[src/hw/rtl/assert_macros.svh]
// Assertion helpers for the RTL; vid_back includes them.
`ifndef ASSERT_MACROS_SVH
`define ASSERT_MACROS_SVH

// Clocked assertion, disabled while reset is active (active-low reset).
`define VID_ASSERT(lbl, clk, rstn, prop, msg) \
    lbl: assert property (@(posedge clk) disable iff (!(rstn)) (prop)) else $error(msg);

// Clocked assertion that is also checked during reset.
`define VID_ASSERT_ALWAYS(lbl, clk, prop, msg) \
    lbl: assert property (@(posedge clk) (prop)) else $error(msg);

`endif

[src/hw/rtl/vid_queue.sv]
`timescale 1ns / 1ps
`default_nettype none
// ----------------------------------------------------------------------------
// vid_queue
// Two-entry queue between the classifier and the table engine.
// ----------------------------------------------------------------------------
module vid_queue #(
    parameter int W = 8
) (
    input  wire logic         aclk,
    input  wire logic         aresetn,
    input  wire logic         push,
    input  wire logic [W-1:0] push_data,
    output logic              full,
    input  wire logic         pop,
    output logic              not_empty,
    output logic [W-1:0]      pop_data
);
    logic [W-1:0] slot_reg [2];
    logic         wr_ptr_reg, wr_ptr_next;
    logic         rd_ptr_reg, rd_ptr_next;
    logic [1:0]   cnt_reg, cnt_next;

    assign full      = (cnt_reg == 2'd2);
    assign not_empty = (cnt_reg != 2'd0);
    assign pop_data  = slot_reg[rd_ptr_reg];

    always_comb begin
        wr_ptr_next = wr_ptr_reg ^ push;
        rd_ptr_next = rd_ptr_reg ^ pop;
        cnt_next    = cnt_reg + 2'(push) - 2'(pop);
    end

    always_ff @(posedge aclk) begin
        if (!aresetn) begin
            wr_ptr_reg <= 1'b0;
            rd_ptr_reg <= 1'b0;
            cnt_reg    <= 2'd0;
        end else begin
            wr_ptr_reg <= wr_ptr_next;
            rd_ptr_reg <= rd_ptr_next;
            cnt_reg    <= cnt_next;
        end
    end

    always_ff @(posedge aclk) begin
        if (push) begin
            slot_reg[wr_ptr_reg] <= push_data;
        end
    end

endmodule
`default_nettype wire

[config.mk]
export PLATFORM = sky130hd
export DESIGN_NAME = vid_queue
export DESIGN_NICKNAME = d
export VERILOG_FILES = /design/src/hw/rtl/assert_macros.svh /design/src/hw/rtl/vid_queue.sv
export SDC_FILE = /design/constraint.sdc
export NUM_CORES = 1
export LEC_CHECK = 0
export ABC_CLOCK_PERIOD_IN_PS = 1600
export BUFFER_PORTS_ARGS = -buffer_cell sky130_fd_sc_hd__buf_2
export CAP_MARGIN = 20
export CELL_PAD_IN_SITES_DETAIL_PLACEMENT = 1
export CELL_PAD_IN_SITES_GLOBAL_PLACEMENT = 2
export CORE_MARGIN = 2
export CORE_UTILIZATION = 34
export DETAILED_ROUTE_END_ITERATION = 10
export GPL_TIMING_DRIVEN = 0
export PLACE_DENSITY_LB_ADDON = 0.08
export SKIP_CTS_REPAIR_TIMING = 1
export SLEW_MARGIN = 30
export SYNTH_ARGS = -nofsm -noshare
export SYNTH_HDL_FRONTEND = slang
export SYNTH_SLANG_ARGS = --single-unit
export TNS_END_PERCENT = 1
[constraint.sdc]
create_clock -name aclk -period 1.6 [get_ports aclk]
set_input_delay 0.16 -clock aclk [delete_from_list [all_inputs] [get_ports aclk]]
set_output_delay 0.16 -clock aclk [all_outputs]
set_load 0.01 [all_outputs]
# --- Word level (Yosys, flattened, before mapping) ---
# Memories as Yosys holds them, arrays and structs flattened. A register that Yosys moved wholly into a read port is not among the register bits.
# Index checks and enable logic that the tools add are counted.
totals:
  n_memories: 1
  register_bits: 4
  input_bits: 12
  out_inout_bits: 10
  mem_bits_rw: 16
mem_list:
  columns: ["memory", "depth", "width", "read_ports", "rd_ports_with_merged_regs", "write_ports", "line", "text"]
  rows:
  - ["slot_reg", 2, 8, 1, 1, 1, "vid_queue.sv:19", "logic [W-1:0] slot_reg [2];"]
classes:
  n_eq_ne: 1
  add_sub_neg: 2
  bitwise_logic: 2
  n_reduce_logical: 1
  muxes: 3
ops:
  columns: ["operator", "n"]
  rows:
  - ["2-to-1 mux 1 bit", 3]
  - ["adder 2 x 1 -> 2 bit", 1]
  - ["== test 2 bit (second input constant)", 1]
  - ["nonzero test 2 bit", 1]
  - ["subtractor 2 x 1 -> 2 bit", 1]
  - ["XOR 1 bit", 2]

# --- Longest topological paths before layout ---
depth:
  ltp_word: 2
  ltp_mapped: 6
  ltp_nobuf: 6

# --- Worst setup path after synthesis ---
# Ideal clock, no wire load.
synth_timing:
  path_type: "reg-to-reg"
  from: "register cnt_reg[0]"
  to: "register cnt_reg[1]"
  n_path_buf: 0
  setup_ns: 0.065
  stages_incl_launch_ff: 7
  t_required_ns: 1.535
  arrival_ns: 1.077
  slack_ns: 0.457
  cell_sequence: "dfxtp_1 inv_1 ha_1 inv_1 ha_1 xnor3_1 nor2b_1"
synth_via:
  elab_chain_cells: 2
synth_rtl:
  columns: ["element", "line", "text"]
  rows:
  - ["start, declared", "vid_queue.sv:22", "logic [1:0] cnt_reg, cnt_next;"]
  - ["start signal, assigned", "vid_queue.sv:42", "cnt_reg <= cnt_next;"]
  - ["adder 2 x 1 -> 2 bit", "vid_queue.sv:31", "cnt_next = cnt_reg + 2'(push) - 2'(pop);"]
  - ["subtractor 2 x 1 -> 2 bit", "vid_queue.sv:31", null]
# No other way between the ends.
# A chain may end at the register's enable or synchronous reset.

==> flow_summary.yaml <==
outcome:
  outcome: "completed"
worst_setup_path:
  required_ns: 1.44
  r2r_setup_slack_ns: 0.37
  critPathKind: "flip-flop to primary output"
  cp-end-kind: "primary output"
  critPathTopFamily: "buffers and inverters"
  crit_chain: "buf_2 -> mux2_1 -> buf_2"
  cpMostUsedCell: "buf_2"
  crit_buf_inv: 2
  critPathLaunchType: "flip-flop"
  critPathMaxFanout: 8
  cp_slowest_stage_delay_ns: 0.35
  cp.arrival_ns: 1.32
  slowest_stage: "mux2_1"
route:
  drtAntennaViolNets: 0
  num_vias: 428
  post_drt_wl_per_cell_um: 12.0
  drt-initial-drc-count: 0
  drc: 0
  first_pass_iters: 1
  wl_um: 1190
  routed_via_density: 4.32
pwr:
  power_switching_uw: 240
  netSwitchingFraction: 0.225
  p_leak_nw: 0.405
  seq_power_share: 0.609
  irDropWorstVdd_mv: 0.463
  pwr-share-comb: 0.169
  power_density_nw_per_um2: 1090
  internal-power_uw: 826
  power_frac_clock: 0.222
clock_tree:
  root_buffer: "clkbuf_4"
  htreeDepth: 1
  clock_latency_ns: 0.28
  cts_made_buffers: 3
  cts_buffer_depth: 2
  cts_tree: "yes"
  path_clk_slew_ns: 0.11
  cts_sinks: 21
placement:
  hpwl_um: 923
  io_buffers: 21
  gp_congestion: 0.660
  place_ws_ns: 0.384
floorplan:
  dieArea_um2: 2800
  die_y_um: 52.9
  initial_core_util: 0.364
  rows: 17
  die_width_um: 52.9
  fp.coreArea_um2: 2230
  boundaryPins: 22
synth:
  synth_top_cell_area_share: 0.592
  synth_area_um2: 812
  yosysSeqAreaShare: 0.715
  synth_commonest_cells: "edfxtp_1 (16), mux2_1 (8), dfxtp_1 (5)"
  synthCells: 46
  synth-seq-cells: 21
  synth_area_leaders: "edfxtp_1 (59%), dfxtp_1 (12%), mux2_1 (11%)"
  synthFlopType: "edfxtp_1"
  yosysMostFrequentCell: "edfxtp_1"
  yosysUniqueCellTypes: 11
  synth_area_per_cell_um2: 17.7
  yosys.area.top_type: "edfxtp_1"
  synth-edff-count: 16
  yosys_warnings: 0
  async_reset_ff_frac: 0
  syn_nets: 62
finish:
  finalNetCount: 88
  drive_gt1_frac: 0.352
  syn_to_final_growth_pct: 20.5
  fillers: 243
  largest_reg_flops: 16
  seqCellArea_um2: 581
  multi_input_area_um2: 215
  n_antenna_cell: 0
timing:
  tightest_slew_ns: 0.373
  skew_ns: 0.00169
  slew_viol_final: 0
  rsz0062_at_grt: "false"
  fin_crit_sh: 0.922
  setup_tns_ns: 0
  slew_headroom: 0.752
  max_freq_ghz: 0.678
  setup_ws_ns: 0.124
  hold_viol_final: 0
  setup_violations: 0
  period_minus_slack_ns: 1.48
  whs_ns: 0.0569
grt:
  grt_max_degree: 12
  grt_overflow_total: 0
  grt_pass1_vias: 456
  grtUsageTotal: 0.0921
  antenna_found_initial: 0
  grt_pass1_wl_um: 1820
run:
  drv_cap: 0
min_path:
  holdCritPathClass: "primary input to flip-flop"
==> per-layer routing <==
metal	vias up	track usage	wire [um]
li1	215	-	-
met1	201	0.0963	534
met2	12	0.171	612
met3	0	0.0254	42
met4	0	0.0385	0
met5	-	0	0
==> per-stage QoR <==
stage               instance area (um^2)   util  power, mW  std cells
CTS                                  978  0.438       1.09         99
detailed placement                   952  0.426      0.847         95
floorplan                            812      -      0.775         46
global placement                     952  0.426      0.843         95
finish                               978  0.438       1.07         99
global route                         978  0.438       1.13         99
==> worst register-to-register path: cells and delay by family, from the launching register on <==
family        cells  cell delay [ns]
flops             1             0.36
buf+inv           2             0.10
xor+xnor          1             0.20
fa+ha+maj         2             0.40
simple gates      1             0.11
==> cell type report <==
class	instances	area share
clock buffers	4	0.0269
inverters	3	0.0115
repair buffers	21	0.107
multi-input cells	21	0.220
well taps	28	0.0358
flip-flops and latches	21	0.593
plain buffers	1	0.00512
==> cell usage in the layout, fill, tap and decap left out <==
cell type   n
mux2_1      8
xor2_1      1
buf_2      22
nor2b_1     3
clkbuf_4    3
clkbuf_1    1
inv_1       3
dfxtp_1     5
or2_1       1
xnor3_1     1
edfxtp_1   16
ha_1        4
and2_1      3
==> kinds of logic (layout without fill, tap and decap cells) <==
group	count (synthesis)	count (layout)	synth area share
DFF	21	21	0.715
adders and majority gates	4	4	0.0616
muxes	8	8	0.111
xor gates and xnor gates	2	2	0.0385
buffers and inverters	4	29	0.0200
and+or+nand+nor	7	7	0.0539
==> final timing paths <==
kind / from / endpoint / cells past startpoint
max reg2reg: cnt_reg[0] / cnt_reg[1] / 6
min reg2reg: wr_ptr_reg / wr_ptr_reg / 3
max: flip-flop / pop_data[1] / 3
min: push_data[6] / slot_reg[1][6] / 1
==> power groups by stage <==
stage / Clock [mW] / Sequential (mW) / Combinational, mW
final: 0.237 / 0.649 / 0.180
after global routing: 0.269 / 0.653 / 0.204
after CTS: 0.249 / 0.650 / 0.186
after detailed placement: 0 / 0.662 / 0.185
after global placement: 0 / 0.661 / 0.183
after floorplan: 0 / 0.657 / 0.118
Note: power is estimated with default switching activity, not from simulation.
