**config.mk**
```make
export PLATFORM = sky130hd
export DESIGN_NAME = vid_front
export DESIGN_NICKNAME = d
export VERILOG_FILES = /design/src/hw/rtl/assert_macros.svh /design/src/hw/rtl/vid_pkg.sv /design/src/hw/rtl/vid_front.sv
export SDC_FILE = /design/constraint.sdc
export NUM_CORES = 1
export LEC_CHECK = 0
export BUFFER_PORTS_ARGS = -buffer_cell sky130_fd_sc_hd__buf_2
export CORE_UTILIZATION = 46
export DETAILED_ROUTE_END_ITERATION = 12
export GPL_TIMING_DRIVEN = 0
export PLACE_DENSITY = 0.95
export RECOVER_POWER = 25
export SLEW_MARGIN = 0
export SYNTH_ARGS = -nofsm -noshare
export SYNTH_HDL_FRONTEND = slang
export SYNTH_SLANG_ARGS = --single-unit
```
**constraint.sdc**
```tcl
create_clock -name vclk -period 5.3
set_input_delay 0.795 -clock vclk [all_inputs]
set_output_delay 0.795 -clock vclk [all_outputs]
set_load 0.01 [all_outputs]
```
**src/hw/rtl/assert_macros.svh**
```systemverilog
// Assertion helpers for the RTL; vid_back includes them.
`ifndef ASSERT_MACROS_SVH
`define ASSERT_MACROS_SVH

// Clocked assertion, disabled while reset is active (active-low reset).
`define VID_ASSERT(lbl, clk, rstn, prop, msg) \
    lbl: assert property (@(posedge clk) disable iff (!(rstn)) (prop)) else $error(msg);

// Clocked assertion that is also checked during reset.
`define VID_ASSERT_ALWAYS(lbl, clk, prop, msg) \
    lbl: assert property (@(posedge clk) (prop)) else $error(msg);

`endif

```
**src/hw/rtl/vid_pkg.sv**
```systemverilog
`timescale 1ns / 1ps
`default_nettype none
// ----------------------------------------------------------------------------
// vid_pkg
// Shared types and constants of the vertex index deduplication block.
// ----------------------------------------------------------------------------
package vid_pkg;

    localparam int SLOT_W   = 20;
    localparam int VIDX_W   = 16;
    localparam int STATUS_W = 2;

    localparam logic [STATUS_W-1:0] ST_OK        = 2'd0;
    localparam logic [STATUS_W-1:0] ST_NONPOS    = 2'd1;
    localparam logic [STATUS_W-1:0] ST_POS_RANGE = 2'd2;
    localparam logic [STATUS_W-1:0] ST_VTX_LIMIT = 2'd3;

    localparam logic OP_LOOKUP = 1'b0;
    localparam logic OP_CLEAR  = 1'b1;

    localparam logic CFG_POSITION_COUNT = 1'b0;
    localparam logic CFG_NORMAL_COUNT   = 1'b1;

    typedef enum logic [1:0] {
        KIND_CLEAR,
        KIND_REJECT,
        KIND_LOOKUP
    } kind_t;

    typedef struct packed {
        kind_t                kind;
        logic [STATUS_W-1:0]  status;
        logic [SLOT_W-1:0]    pslot;
        logic [SLOT_W-1:0]    nslot;
        logic                 defn;
    } item_t;

    typedef struct packed {
        logic [STATUS_W-1:0]  status;
        logic                 defn;
        logic [SLOT_W-1:0]    nslot;
        logic [SLOT_W-1:0]    pslot;
        logic                 created;
        logic [VIDX_W-1:0]    vidx;
    } result_t;

    typedef enum logic [1:0] {
        B_IDLE,
        B_READ,
        B_CMP,
        B_FIN
    } back_state_t;

endpackage
`default_nettype wire

```
**src/hw/rtl/vid_front.sv**
```systemverilog
`timescale 1ns / 1ps
`default_nettype none
// ----------------------------------------------------------------------------
// vid_front
// Classifies a face corner: clear, rejected, or lookup with its slots and key.
// ----------------------------------------------------------------------------
module vid_front #(
    parameter int INDEX_BITS = 21
) (
    input  wire logic                          op,
    input  wire logic [INDEX_BITS-1:0]         pos_index,
    input  wire logic [INDEX_BITS-1:0]         norm_index,
    input  wire logic [vid_pkg::SLOT_W-1:0]    position_count,
    input  wire logic [vid_pkg::SLOT_W-1:0]    normal_count,
    output vid_pkg::item_t                     item,
    output logic [vid_pkg::SLOT_W+INDEX_BITS-1:0] key
);
    localparam int CW = (INDEX_BITS > vid_pkg::SLOT_W) ? INDEX_BITS : vid_pkg::SLOT_W;

    logic [INDEX_BITS-1:0] pos_m1;
    logic [INDEX_BITS-1:0] norm_m1;
    logic [CW-1:0]         pos_m1_ext;
    logic [CW-1:0]         norm_m1_ext;
    logic                  pos_pos;
    logic                  norm_pos;

    assign pos_m1      = pos_index - INDEX_BITS'(1);
    assign norm_m1     = norm_index - INDEX_BITS'(1);
    assign pos_m1_ext  = CW'(pos_m1);
    assign norm_m1_ext = CW'(norm_m1);
    assign pos_pos     = !pos_index[INDEX_BITS-1] && (pos_index != '0);
    assign norm_pos    = !norm_index[INDEX_BITS-1] && (norm_index != '0);
    assign key         = {norm_index, pos_m1_ext[vid_pkg::SLOT_W-1:0] +
                          vid_pkg::SLOT_W'(1)};

    always_comb begin
        item        = '0;
        item.kind   = vid_pkg::KIND_LOOKUP;
        item.status = vid_pkg::ST_OK;
        item.defn   = 1'b1;
        priority if (op == vid_pkg::OP_CLEAR) begin
            item.kind = vid_pkg::KIND_CLEAR;
        end else if (!pos_pos) begin
            item.kind   = vid_pkg::KIND_REJECT;
            item.status = vid_pkg::ST_NONPOS;
            item.defn   = 1'b0;
        end else if (pos_m1_ext >= CW'(position_count)) begin
            item.kind   = vid_pkg::KIND_REJECT;
            item.status = vid_pkg::ST_POS_RANGE;
            item.defn   = 1'b0;
        end else begin
            item.pslot = pos_m1_ext[vid_pkg::SLOT_W-1:0];
            if (norm_pos && (norm_m1_ext < CW'(normal_count))) begin
                item.nslot = norm_m1_ext[vid_pkg::SLOT_W-1:0];
                item.defn  = 1'b0;
            end
        end
    end

endmodule
`default_nettype wire

```
Word level (Yosys, flattened, before mapping)
Cells that the tools add are included.
- input bits: 83
- bits in writable memories: 0
- logic and storage cells: 21
- bits in read-only memories: 0
- memories: 0
- bits in latches: 0
- register bits: 0
- order comparisons: 2
- div/mod/pow operators: 0
- add/sub/neg operators: 3
- reduce and logical (&&, ||, !) cells: 7
- multiplexer cells: 9
- bitwise logic cells: 0
- $mul: 0
- eq/ne operators: 0
- shift operators: 0
- operators by type and width (kind ; number):
    two-way mux 40 bit ; 2
    two-way mux 43 bit ; 1
    nonzero test 21 bit ; 2
    subtractor 21 x 1 -> 21 bit, second input constant ; 2
    >= comparator 21 x 20 -> 1 bit ; 1
    < comparator 21 x 20 -> 1 bit ; 1
    two-way mux 21 bit ; 1
    adder 20 x 1 -> 20 bit, second input constant ; 1
    two-way mux 4 bit ; 2
    logical AND 1 bit ; 3
    logical NOT 1 bit ; 2
    two-way mux 1 bit ; 2
    two-way mux 2 bit ; 1

Longest topological paths before layout
Gate-level depths: netlist of the first run.
- depth in word-level cells: 7
- gate-level depth with buffers: 19

Worst setup path after synthesis of the first run
Ideal clock, no wire load.
- path kind: input-to-output
- start: in pos_index[1]
- end: out item[14] (netlist bit)
- data arrival time: 4241 ps
- required time: 4505 ps
- path slack: 264 ps
- path buffers: 3
- stages: 17
- cells stage by stage: buf_2 -> inv_1 -> ha_1 -> or4b_2 -> nor4_1 -> xnor2_1 -> inv_1 -> ha_1 -> a21o_1 -> o21ai_0 -> nand4b_4 -> or3_1 -> buf_6 -> clkinv_4 -> nand3_4 -> buf_6 -> nor2b_2
- RTL lines (element ; line ; text):
    start, declared ; vid_front.sv:11 ; input wire logic [INDEX_BITS-1:0] pos_index,
    end, declared ; vid_front.sv:15 ; output vid_pkg::item_t item,

==> results of run 1 <==
[kinds of logic (layout without fill, tap and decap cells)]
| group | count (synthesis) | in the layout | share of synthesized area (%) |
|---|---|---|---|
| and+or+nand+nor | 166 | 166 | 36.02 |
| buffers and inverters | 95 | 283 | 16.58 |
| xor gates and xnor gates | 52 | 52 | 16.31 |
| AOI/OAI and AO/OA | 48 | 48 | 11.07 |
| adders and majority gates | 43 | 43 | 19.27 |
| muxes | 2 | 2 | 0.7616 |
[final timing paths]
check / cells past startpoint / endpoint / from / slack, ps
worst max-delay path: 18 / item[12] / pos_index[6] / 50
worst min-delay path: 3 / item[43] / op / 1860
[metrics by stage]
| step | setup slack (ps) | power (mW) | std cells | cell area (sq um) |
|---|---|---|---|---|
| detailed placement | -501.0 | 0.2503 | 648 | 3722 |
| global route | -106.4 | 0.3233 | 669 | 4197 |
| floorplan | 264.3 | 0.1493 | 406 | 2793 |
| CTS | 1.429 | 0.2626 | 660 | 3939 |
| global placement | -416.2 | 0.2387 | 648 | 3722 |
| finish | 46.65 | 0.2975 | 669 | 4197 |
[power breakdown]
| part | switching, mW | internal (mW) | total, mW | leakage (nW) |
|---|---|---|---|---|
| registers | 0 | 0 | 0 | 0 |
| clock network | 0 | 0 | 0 | 0 |
| logic | 0.166 | 0.131 | 0.297 | 2.21 |
[worst max-delay path: cells and delay by family]
kind	cells	cell delay, ps
buf+inv	7	980
fa+ha+maj	1	300
compound gates	4	660
simple gates	5	1560
xor+xnor	1	150
[layout by cell type (no fill, tap or decap), types with 5 or more instances in the layout]
master | Yosys | final
sky130_fd_sc_hd__clkbuf_1 | 4 | 23
sky130_fd_sc_hd__ha_1 | 43 | 39
sky130_fd_sc_hd__a21o_1 | 6 | 6
sky130_fd_sc_hd__nor2b_1 | 11 | 11
sky130_fd_sc_hd__nor2_1 | 46 | 44
sky130_fd_sc_hd__nor2b_2 | 7 | 7
sky130_fd_sc_hd__or4_4 | 3 | 5
sky130_fd_sc_hd__buf_2 | 3 | 148
sky130_fd_sc_hd__xor2_2 | 0 | 6
sky130_fd_sc_hd__o21ai_0 | 9 | 8
sky130_fd_sc_hd__nand4_1 | 8 | 8
sky130_fd_sc_hd__nand2_1 | 21 | 20
sky130_fd_sc_hd__nor4_4 | 3 | 5
sky130_fd_sc_hd__nor4_1 | 10 | 6
sky130_fd_sc_hd__xor2_1 | 24 | 17
sky130_fd_sc_hd__xnor2_1 | 28 | 23
sky130_fd_sc_hd__inv_1 | 63 | 59
sky130_fd_sc_hd__nand3_1 | 10 | 9
sky130_fd_sc_hd__and2_1 | 5 | 5
sky130_fd_sc_hd__buf_4 | 22 | 41
sky130_fd_sc_hd__nor3_1 | 8 | 8
sky130_fd_sc_hd__a21oi_1 | 14 | 11
[area by class of cell]
type | count | area share, %
inverters | 64 | 5.963
multi-input cells | 311 | 62.79
plain buffers | 31 | 5.397
repair buffers | 188 | 23.61
well taps | 75 | 2.236
[timing repair]
action	4_1_cts	5_1_grt
setup buffers	11	9
pin swaps	9	20
cloned	1	0
setup endpoints to repair	40	31
gates resized for setup	20	42
[metal layers]
| layer | wire [microns] | up-vias | share of wire (%) | track usage (%) |
|---|---|---|---|---|
| li1 | - | 1729 | - | - |
| met1 | 3699 | 1726 | 33 | 27.83 |
| met2 | 5683 | 303 | 50 | 59.57 |
| met3 | 1050 | 90 | 9.3 | 4.000 |
| met4 | 823 | 0 | 7.3 | 15.71 |
| met5 | 0 | - | 0 | 0 |
==> qor_table.md, run 1 <==
| Result | Reported |
|---|---|
| Port-buffer cells | 167 |
| Routed wirelength normalized by instance count | 16.83 microns |
| Total Routed Length | 11260 microns |
| Clock tree buffer count of the final layout | 0 |
| Via count of the first global-routing pass | 3457 |
| Initial DRC Count | 269 |
| Max-slew headroom at the worst pin | 53.13% |
| Detailed Place HPWL | 7743 microns |
| Syn Area/Cell | 6.879 sq um |
| Gate count after technology mapping | 406 |
| Leftover overflow at the end of global routing | 0 |
| Syn Std Cell Area | 2793 sq um |
| Crit path required time | 4510 ps |
| Fraction of layout instances using a drive strength above 1 | 44.78% |
| Pre-Repair DR Iteration Count | 5 |
| Die Height | 79.92 microns |
| Largest net degree at the start of global routing | 11 |
| Actual slew at the worst max-slew pin | 697.8 ps |
| First-pass GRT wire length | 15060 microns |
| Type of the setup path with the least slack | primary input to primary output |
| Worst Path Max Fanout | 6 |
| Most area-consuming cells after synthesis | sky130_fd_sc_hd__ha_1, sky130_fd_sc_hd__xnor2_1, sky130_fd_sc_hd__inv_1 |
| Via-to-Cell Ratio | 5.752 |
| Routability congestion estimate from global placement | 0.9660 |
| Fin util | 71.30% |
| Warnings, synthesis | 0 |
| Antenna viol nets, final | 0 |
| Worst vdd rail ir drop | 0.04929 mV |
| Post-cts hold buffer count | 0 |
| Highest achievable clock rate | 0.1904 GHz |
| Initial core utilization | 47.45% |
| Period utilization | 99.12% |
| Syn_nets | 532 |
| Count of final max-slew check failures | 0 |
| FF+latch area | 0 sq um |
| Flip-flop and latch count | 0 |
| Run status | finished clean |
| Inserted Diodes | 0 |
| Clock period minus final worst setup slack | 5253 ps |
| Setup tns final | 0 ps |
| DRC violations left | 0 |
| Post-synth top area cell | sky130_fd_sc_hd__ha_1 |
| Antenna violations before repair | 0 |
| Worst path cell trace | buf_2, or4_4, nor4_4, buf_4, xnor2_4, inv_1, ha_1, o21ai_0, o21bai_1, a2111oi_2, a21oi_2, or3_1, buf_6, inv_8, nand3_4, buf_4, nor2b_1, buf_2 |
| Sequential-to-total area share from yosys stat | 0% |
| Most numerous cell in the Yosys netlist | sky130_fd_sc_hd__inv_1 |
| Highest cell delay on the worst timing path | 580 ps |
| Fillcell total | 419 |
| Area enclosed by the die boundary | 6386 sq um |
| Synth-to-Final Area Change | 50.27% |
| Worst Hold Class | primary input to primary output |
| Count of standard-cell rows | 28 |
| CP max stage cell | sky130_fd_sc_hd__or4_4 |
| Leading post-synthesis cells by instance count | sky130_fd_sc_hd__inv_1, sky130_fd_sc_hd__nor2_1, sky130_fd_sc_hd__ha_1 |
| I/O pin count | 169 |
| Crit start category | primary input |
| Number of hold-slack violations in the final timing report | 0 |
| Power per Cell Area | 70.89 nW/um^2 |
| Footprint of the multi-input gates | 2635 sq um |
| Setup violators final | 0 |
| Total number of vias | 3848 |
| Leakage Power | 2.211 nW |
| Placeable Area | 5886 sq um |
| Worst Path Arrival | 4460 ps |
| Count of different cell masters after synthesis | 54 |
| Overall Global Routing Usage | 29.36% |
| Reported max-cap violation count | 0 |
| Width of the chip | 79.92 microns |
| Worst-case hold slack | 1864 ps |
| Count of nets after finishing | 722 |
| Fraction of synthesized cell area taken by the top area cell type | 19.27% |
| Crit path capture type | primary output |
Note: power is estimated with default switching activity, not from simulation.
==> run 2: changes to the inputs <==
==> constraint.sdc (replaced) <==
create_clock -name vclk -period 5.2
set_input_delay 0.78 -clock vclk [all_inputs]
set_output_delay 0.78 -clock vclk [all_outputs]
set_load 0.01 [all_outputs]
==> run 2 against run 1 <==
  * Via count shrank 1.1%
  * Utilization down 0.43 points
  * Combinational power hardly changed
  * First-iteration DRC count decreased by 4.5%
  * Design area decreased by 0.60%
  * Sequential cell count stayed put
  * Total power barely moved
  * Critical path type unchanged
==> qor_table.md, run 2 (synthesis gave the netlist of run 1 again) <==
| Result | Reported | Change |
|---|---|---|
| Run status | finished clean |  |
| DRC violations left | 0 | unchanged |
| Buffers & Inverters on Critical Path | 8 | +1 |
| Worst path cell trace | buf_2, buf_2, nor4_4, buf_4, nand3_2, xor2_2, inv_1, ha_1, a211oi_1, o21bai_1, a2111oi_2, a21oi_2, or3_1, buf_6, clkinv_8, nand3_4, bufbuf_16, nor2b_2, buf_2 |  |
| P_int | 131.5 uW | +0.26% |
| Most common cell after layout, fill and taps aside | sky130_fd_sc_hd__buf_2 |  |
| Port-buffer cells | 167 | unchanged |
| Initial DRC Count | 257 | -4.5% |
| Clock period minus final worst setup slack | 5179 ps |  |
| First-pass GRT wire length | 14990 microns | -0.41% |
| Routability congestion estimate from global placement | 0.9660 | unchanged |
| Crit path required time | 4420 ps | -90 ps |
| Flop pwr share | 0% | unchanged |
| Power dissipated by switching net loads | 166.2 uW | about the same |
| Post-placement cell count | 648 | unchanged |
| CP Launch Point | pos_index[3] |  |
| Post-DP Area | 3722 sq um | unchanged |
| Total power after layout | 297.7 uW | about the same |
| Crit path capture type | primary output |  |
| Power per Cell Area | 71.36 nW/um^2 | +0.67% |
| Crit-path leading delay family | buffers and inverters |  |
| Worst vdd rail ir drop | 0.04535 mV | -8.0% |
| Filler-free cell count of the finished design | 668 | -0.15% |
| Detailed Place HPWL | 7743 microns | unchanged |
| Slack of the critical path | 20.80 ps | -25.85 ps |
| Crit start category | primary input |  |
| Actual slew at the worst max-slew pin | 573.9 ps | -123.8 ps |
| Worst-case hold slack | 1835 ps | -28.72 ps |
| Highest-count cells in the layout ignoring fill and taps | sky130_fd_sc_hd__buf_2, sky130_fd_sc_hd__inv_1, sky130_fd_sc_hd__nor2_1, sky130_fd_sc_hd__buf_4, sky130_fd_sc_hd__ha_1 |  |
| Area enclosed by the die boundary | 6386 sq um | unchanged |
| Type of the setup path with the least slack | primary input to primary output |  |
| Fraction of layout instances using a drive strength above 1 | 44.18% | -0.60 points |
| Number of hold-slack violations in the final timing report | 0 | unchanged |
| Setup tns final | 0 ps | unchanged |
| Clock tree buffer count of the final layout | 0 | unchanged |
| Highest achievable clock rate | 0.1931 GHz |  |
| Synth-to-Final Area Change | 49.37% |  |
| Flip-flop and latch count | 0 | unchanged |
| Die Height | 79.92 microns | unchanged |
| Most used cell along the critical path | sky130_fd_sc_hd__buf_2 |  |
| Total number of vias | 3804 | -1.1% |
| Launch point of the worst hold path | op |  |
| Antenna viol nets, final | 0 | unchanged |
| Antenna violations before repair | 0 | unchanged |
| Cell depth of the worst hold path | 3 | unchanged |
| Path length in cells of the critical path | 19 | +1 |
| Worst-case setup slack after placement | -571.0 ps | -70.00 ps |
| Period utilization | 99.60% |  |
| Via-to-Cell Ratio | 5.695 | -1.0% |
| Pre-Repair DR Iteration Count | 5 | unchanged |
| I/O pin count | 169 | unchanged |
| Total Routed Length | 10950 microns | -2.7% |
| Fin util | 70.88% | -0.43 points |
| FF+latch area | 0 sq um | unchanged |
| Inserted Diodes | 0 | unchanged |
| Initial core utilization | 47.45% | unchanged |
| Post-cts hold buffer count | 0 | unchanged |
| Width of the chip | 79.92 microns | unchanged |
| Worst Hold Class | primary input to primary output |  |
| Leakage Power | 2.225 nW | +0.64% |
| Highest cell delay on the worst timing path | 380 ps | -200 ps |
| Largest net degree at the start of global routing | 11 | unchanged |
| Leftover overflow at the end of global routing | 0 | unchanged |
| Final design instance area without fill | 4172 sq um | -0.60% |
| Max-slew headroom at the worst pin | 61.46% | +8.3 points |
| Count of final max-slew check failures | 0 | unchanged |
| Overall Global Routing Usage | 29.03% | -0.33 points |
| Share of total power consumed by net switching | 55.82% | -0.085 points |
| Count of nets after finishing | 721 | -0.14% |
| Count of standard-cell rows | 28 | unchanged |
| Routed wirelength normalized by instance count | 16.39 microns | -2.6% |
| Worst Path Max Fanout | 10 | +4 |
| Combinational Power Share | 100.0% | about the same |
| Placeable Area | 5886 sq um | unchanged |
| Fillcell total | 427 | +1.9% |
| Clock share of power | 0% | unchanged |
| Worst Path Arrival | 4400 ps | -60 ps |
| Reported max-cap violation count | 0 | unchanged |
| CP max stage cell | sky130_fd_sc_hd__or3_1 |  |
| Setup violators final | 0 | unchanged |
| Via count of the first global-routing pass | 3512 | +1.6% |
-- run 2: worst paths after layout --
check	end	slack [ps]
max	item[19]	20
min	item[43]	1840
-- run 2: area by class of cell --
class | instances | area [sq um] | share of cell area [%]
repair buffers | 187 | 988.4 | 23.70
well taps | 75 | 93.84 | 2.250
multi-input cells | 311 | 2610 | 62.57
plain buffers | 31 | 224.0 | 5.369
inverters | 64 | 255.2 | 6.119
-- run 2: power groups by stage --
stage               registers, mW  logic [mW]  clock network, mW
floorplan                       0       0.152                  0
global placement                0       0.243                  0
detailed placement              0       0.255                  0
CTS                             0       0.270                  0
global route                    0       0.321                  0
finish                          0       0.298                  0
-- run 2: tightest hold or removal path: stages --
cell,delay [ps]
sky130_fd_sc_hd__buf_2,100
sky130_fd_sc_hd__a21oi_1,40
sky130_fd_sc_hd__buf_2,130
-- run 2: per-layer routing --
layer	track usage (%)	wire length [microns]	vias to the layer above
met1	27.83	3718	1712
met3	3.200	960	77
met5	0	0	-
met4	14.82	648	0
met2	59.40	5622	290
li1	-	-	1725
-- run 2: repair_timing --
action,4_1_cts,5_1_grt
gates resized for setup,25,31
pin swaps,9,18
buffers inserted,12,7
endpoints found under the setup margin,42,37
gates cloned,1,0
==> run 3: changes to the inputs <==
--- a/config.mk
+++ b/config.mk
@@ -5,11 +5,11 @@
 export SDC_FILE = /design/constraint.sdc
 export NUM_CORES = 1
 export LEC_CHECK = 0
-export BUFFER_PORTS_ARGS = -buffer_cell sky130_fd_sc_hd__buf_2
-export CORE_UTILIZATION = 46
+export CORE_UTILIZATION = 50
 export DETAILED_ROUTE_END_ITERATION = 12
+export DONT_BUFFER_PORTS = 1
 export GPL_TIMING_DRIVEN = 0
-export PLACE_DENSITY = 0.95
+export PLACE_DENSITY = 0.75
 export RECOVER_POWER = 25
 export SLEW_MARGIN = 0
 export SYNTH_ARGS = -nofsm -noshare
==> run 3 against run 2 <==
  * Combinational power down 36%
  * Critical path depth fell by 2
  * Critical path type unchanged
  * Sequential cell count is the same
  * Fmax is 0.94% higher
  * Critical endpoint is now item[9]
==> qor_table.md, run 3 (synthesis gave the netlist of run 1 again) <==
| Result | Reported | Change |
|---|---|---|
| Die Height | 76.74 microns | -4.0% |
| Via count of the first global-routing pass | 2638 | -25% |
| P_int | 79.59 uW | -39% |
| Initial core utilization | 53.32% | +5.9 points |
| Fillcell total | 570 | +33% |
| Most common cell after layout, fill and taps aside | sky130_fd_sc_hd__inv_1 |  |
| Initial DRC Count | 98 | -62% |
| Pre-Repair DR Iteration Count | 4 | -1 |
| Antenna viol nets, final | 0 | unchanged |
| DRC violations left | 0 | unchanged |
| Flop pwr share | 0% | unchanged |
| Actual slew at the worst max-slew pin | 555.5 ps | -18.47 ps |
| Antenna violations before repair | 0 | unchanged |
| Crit start category | primary input |  |
| Metal2 WL | 3610 microns | -36% |
| Area enclosed by the die boundary | 5888 sq um | -7.8% |
| Worst Path Arrival | 4350 ps | -50 ps |
| Width of the chip | 76.74 microns | -4.0% |
| Count of nets after finishing | 542 | -25% |
| Fraction of layout instances using a drive strength above 1 | 15.46% | -29 points |
| Setup violators final | 0 | unchanged |
| FF+latch area | 0 sq um | unchanged |
| Crit path capture type | primary output |  |
| Met3 Routed Length | 567 microns | -41% |
| Post-cts hold buffer count | 0 | unchanged |
| Run status | finished clean |  |
| Count of standard-cell rows | 26 | -7.1% |
| Via-to-Cell Ratio | 5.812 | +2.1% |
| Slack of the critical path | 68.81 ps | +48.01 ps |
| Clock period minus final worst setup slack | 5131 ps | -48.01 ps |
| Type of the setup path with the least slack | primary input to primary output |  |
| Filler-free cell count of the finished design | 484 | -28% |
| Largest net degree at the start of global routing | 11 | unchanged |
| Post-placement cell count | 476 | -27% |
| Met1 Wirelength | 3477 microns | -6.5% |
| RSZ-0062 raised after global routing | yes |  |
| Routed wirelength normalized by instance count | 15.92 microns | -2.9% |
| Power dissipated by switching net loads | 112.0 uW | -33% |
| Highest-count cells in the layout ignoring fill and taps | sky130_fd_sc_hd__inv_1, sky130_fd_sc_hd__nor2_1, sky130_fd_sc_hd__ha_1, sky130_fd_sc_hd__xnor2_1, sky130_fd_sc_hd__clkbuf_1 |  |
| Max-slew headroom at the worst pin | 62.84% | +1.4 points |
| Total number of vias | 2813 | -26% |
| Highest metal layer with signal wires | met4 |  |
| Worst-case setup slack after placement | -355.0 ps | +216.1 ps |
| Period utilization | 98.68% | -0.92 points |
| Worst vdd rail ir drop | 0.03717 mV | -18% |
| Reported max-cap violation count | 0 | unchanged |
| First-pass GRT wire length | 12080 microns | -19% |
| Inserted Diodes | 0 | unchanged |
| Number of hold-slack violations in the final timing report | 0 | unchanged |
| Worst Hold Class | primary input to primary output |  |
| I/O pin count | 169 | unchanged |
| Detailed Place HPWL | 6434 microns | -17% |
| Post-DP Area | 2880 sq um | -23% |
| Power per Cell Area | 63.18 nW/um^2 | -11% |
| Flip-flop and latch count | 0 | unchanged |
| Highest achievable clock rate | 0.1949 GHz | +0.94% |
| Final design instance area without fill | 3033 sq um | -27% |
| Crit path required time | 4420 ps | about the same |
| Placeable Area | 5238 sq um | -11% |
| Worst Path Max Fanout | 8 | -2 |
| Leftover overflow at the end of global routing | 0 | unchanged |
| Synth-to-Final Area Change | 8.602% |  |
| Share of total power consumed by net switching | 58.46% | +2.6 points |
| Routability congestion estimate from global placement | 0.8689 | -10% |
| Combinational Power Share | 100.0% | about the same |
| Overall Global Routing Usage | 24.28% | -4.8 points |
| Clock tree buffer count of the final layout | 0 | unchanged |
| Leakage Power | 1.384 nW | -38% |
| Clock share of power | 0% | unchanged |
| Port-buffer cells | 0 | -100% |
| Count of final max-slew check failures | 0 | unchanged |
| Total Routed Length | 7704 microns | -30% |
==> run 3: changes by cell type in the layout (fill, tap and decap cells not counted), sizes merged <==
| cell | before | now |
|---|---|---|
| clkbuf | 25 | 24 |
| buf | 192 | 15 |
| bufbuf | 1 | 0 |
==> run 3: power by group through the flow <==
stage	sequential, mW	clock (mW)	combinational, mW
6_report	0	0	0.192
5_1_grt	0	0	0.214
4_1_cts	0	0	0.189
3_5_place_dp	0	0	0.183
3_3_place_gp	0	0	0.178
2_1_floorplan	0	0	0.152
==> run 3: layout make-up <==
| cell class | count | area (sq um) | share of cell area (%) |
|---|---|---|---|
| Multi-Input combinational cell | 311 | 2472 | 81.52 |
| Inverter | 64 | 245.2 | 8.086 |
| Timing Repair Buffer | 8 | 72.57 | 2.393 |
| Buffer | 31 | 155.1 | 5.116 |
| Tap cell | 70 | 87.58 | 2.888 |
==> run 3: metrics by stage <==
stage          utilization [%]  TNS, ps  hold slack, ps  power [mW]
4_1_cts                  56.69        0            1593      0.1886
3_3_place_gp             54.99    -4193            1593      0.1781
3_5_place_dp             54.99    -5914            1593      0.1835
5_1_grt                  57.91   -67.17            1593      0.2143
6_report                 57.91        0            1592      0.1916
2_1_floorplan                -        0            1591      0.1522
==> run 3: what timing repair did <==
action                                 4_1_cts  5_1_grt
gates resized for setup                      9       28
setup endpoints to repair                   31       31
pin swaps                                    4        7
endpoints found under the hold margin        0        0
buffers inserted                             5        3
==> run 3: final timing paths <==
| path | cells after the start | from | slack, ps | to |
|---|---|---|---|---|
| worst min-delay path | 1 | norm_index[0] | 1590 | item[1] |
| worst max-delay path | 17 | pos_index[4] | 70 | item[9] |
==> run 3: critical path: stages <==
cell,delay [ps]
sky130_fd_sc_hd__buf_2,160
sky130_fd_sc_hd__or4_4,480
sky130_fd_sc_hd__nor4_4,350
sky130_fd_sc_hd__or2b_1,300
sky130_fd_sc_hd__xor2_2,190
sky130_fd_sc_hd__inv_1,100
sky130_fd_sc_hd__ha_1,300
sky130_fd_sc_hd__a21oi_1,160
sky130_fd_sc_hd__o22ai_1,120
sky130_fd_sc_hd__nor2_2,150
sky130_fd_sc_hd__nand4b_4,110
sky130_fd_sc_hd__or3_1,390
sky130_fd_sc_hd__buf_6,160
sky130_fd_sc_hd__clkinv_4,90
sky130_fd_sc_hd__nand3_4,100
sky130_fd_sc_hd__buf_12,170
sky130_fd_sc_hd__nor2b_1,220
==> run 3: per-layer routing <==
| metal | track usage (%) | vias to the layer above |
|---|---|---|
| li1 | - | 1364 |
| met4 | 1.154 | 0 |
| met3 | 3.929 | 6 |
| met1 | 32.10 | 1323 |
| met2 | 42.86 | 120 |
| met5 | 0 | - |
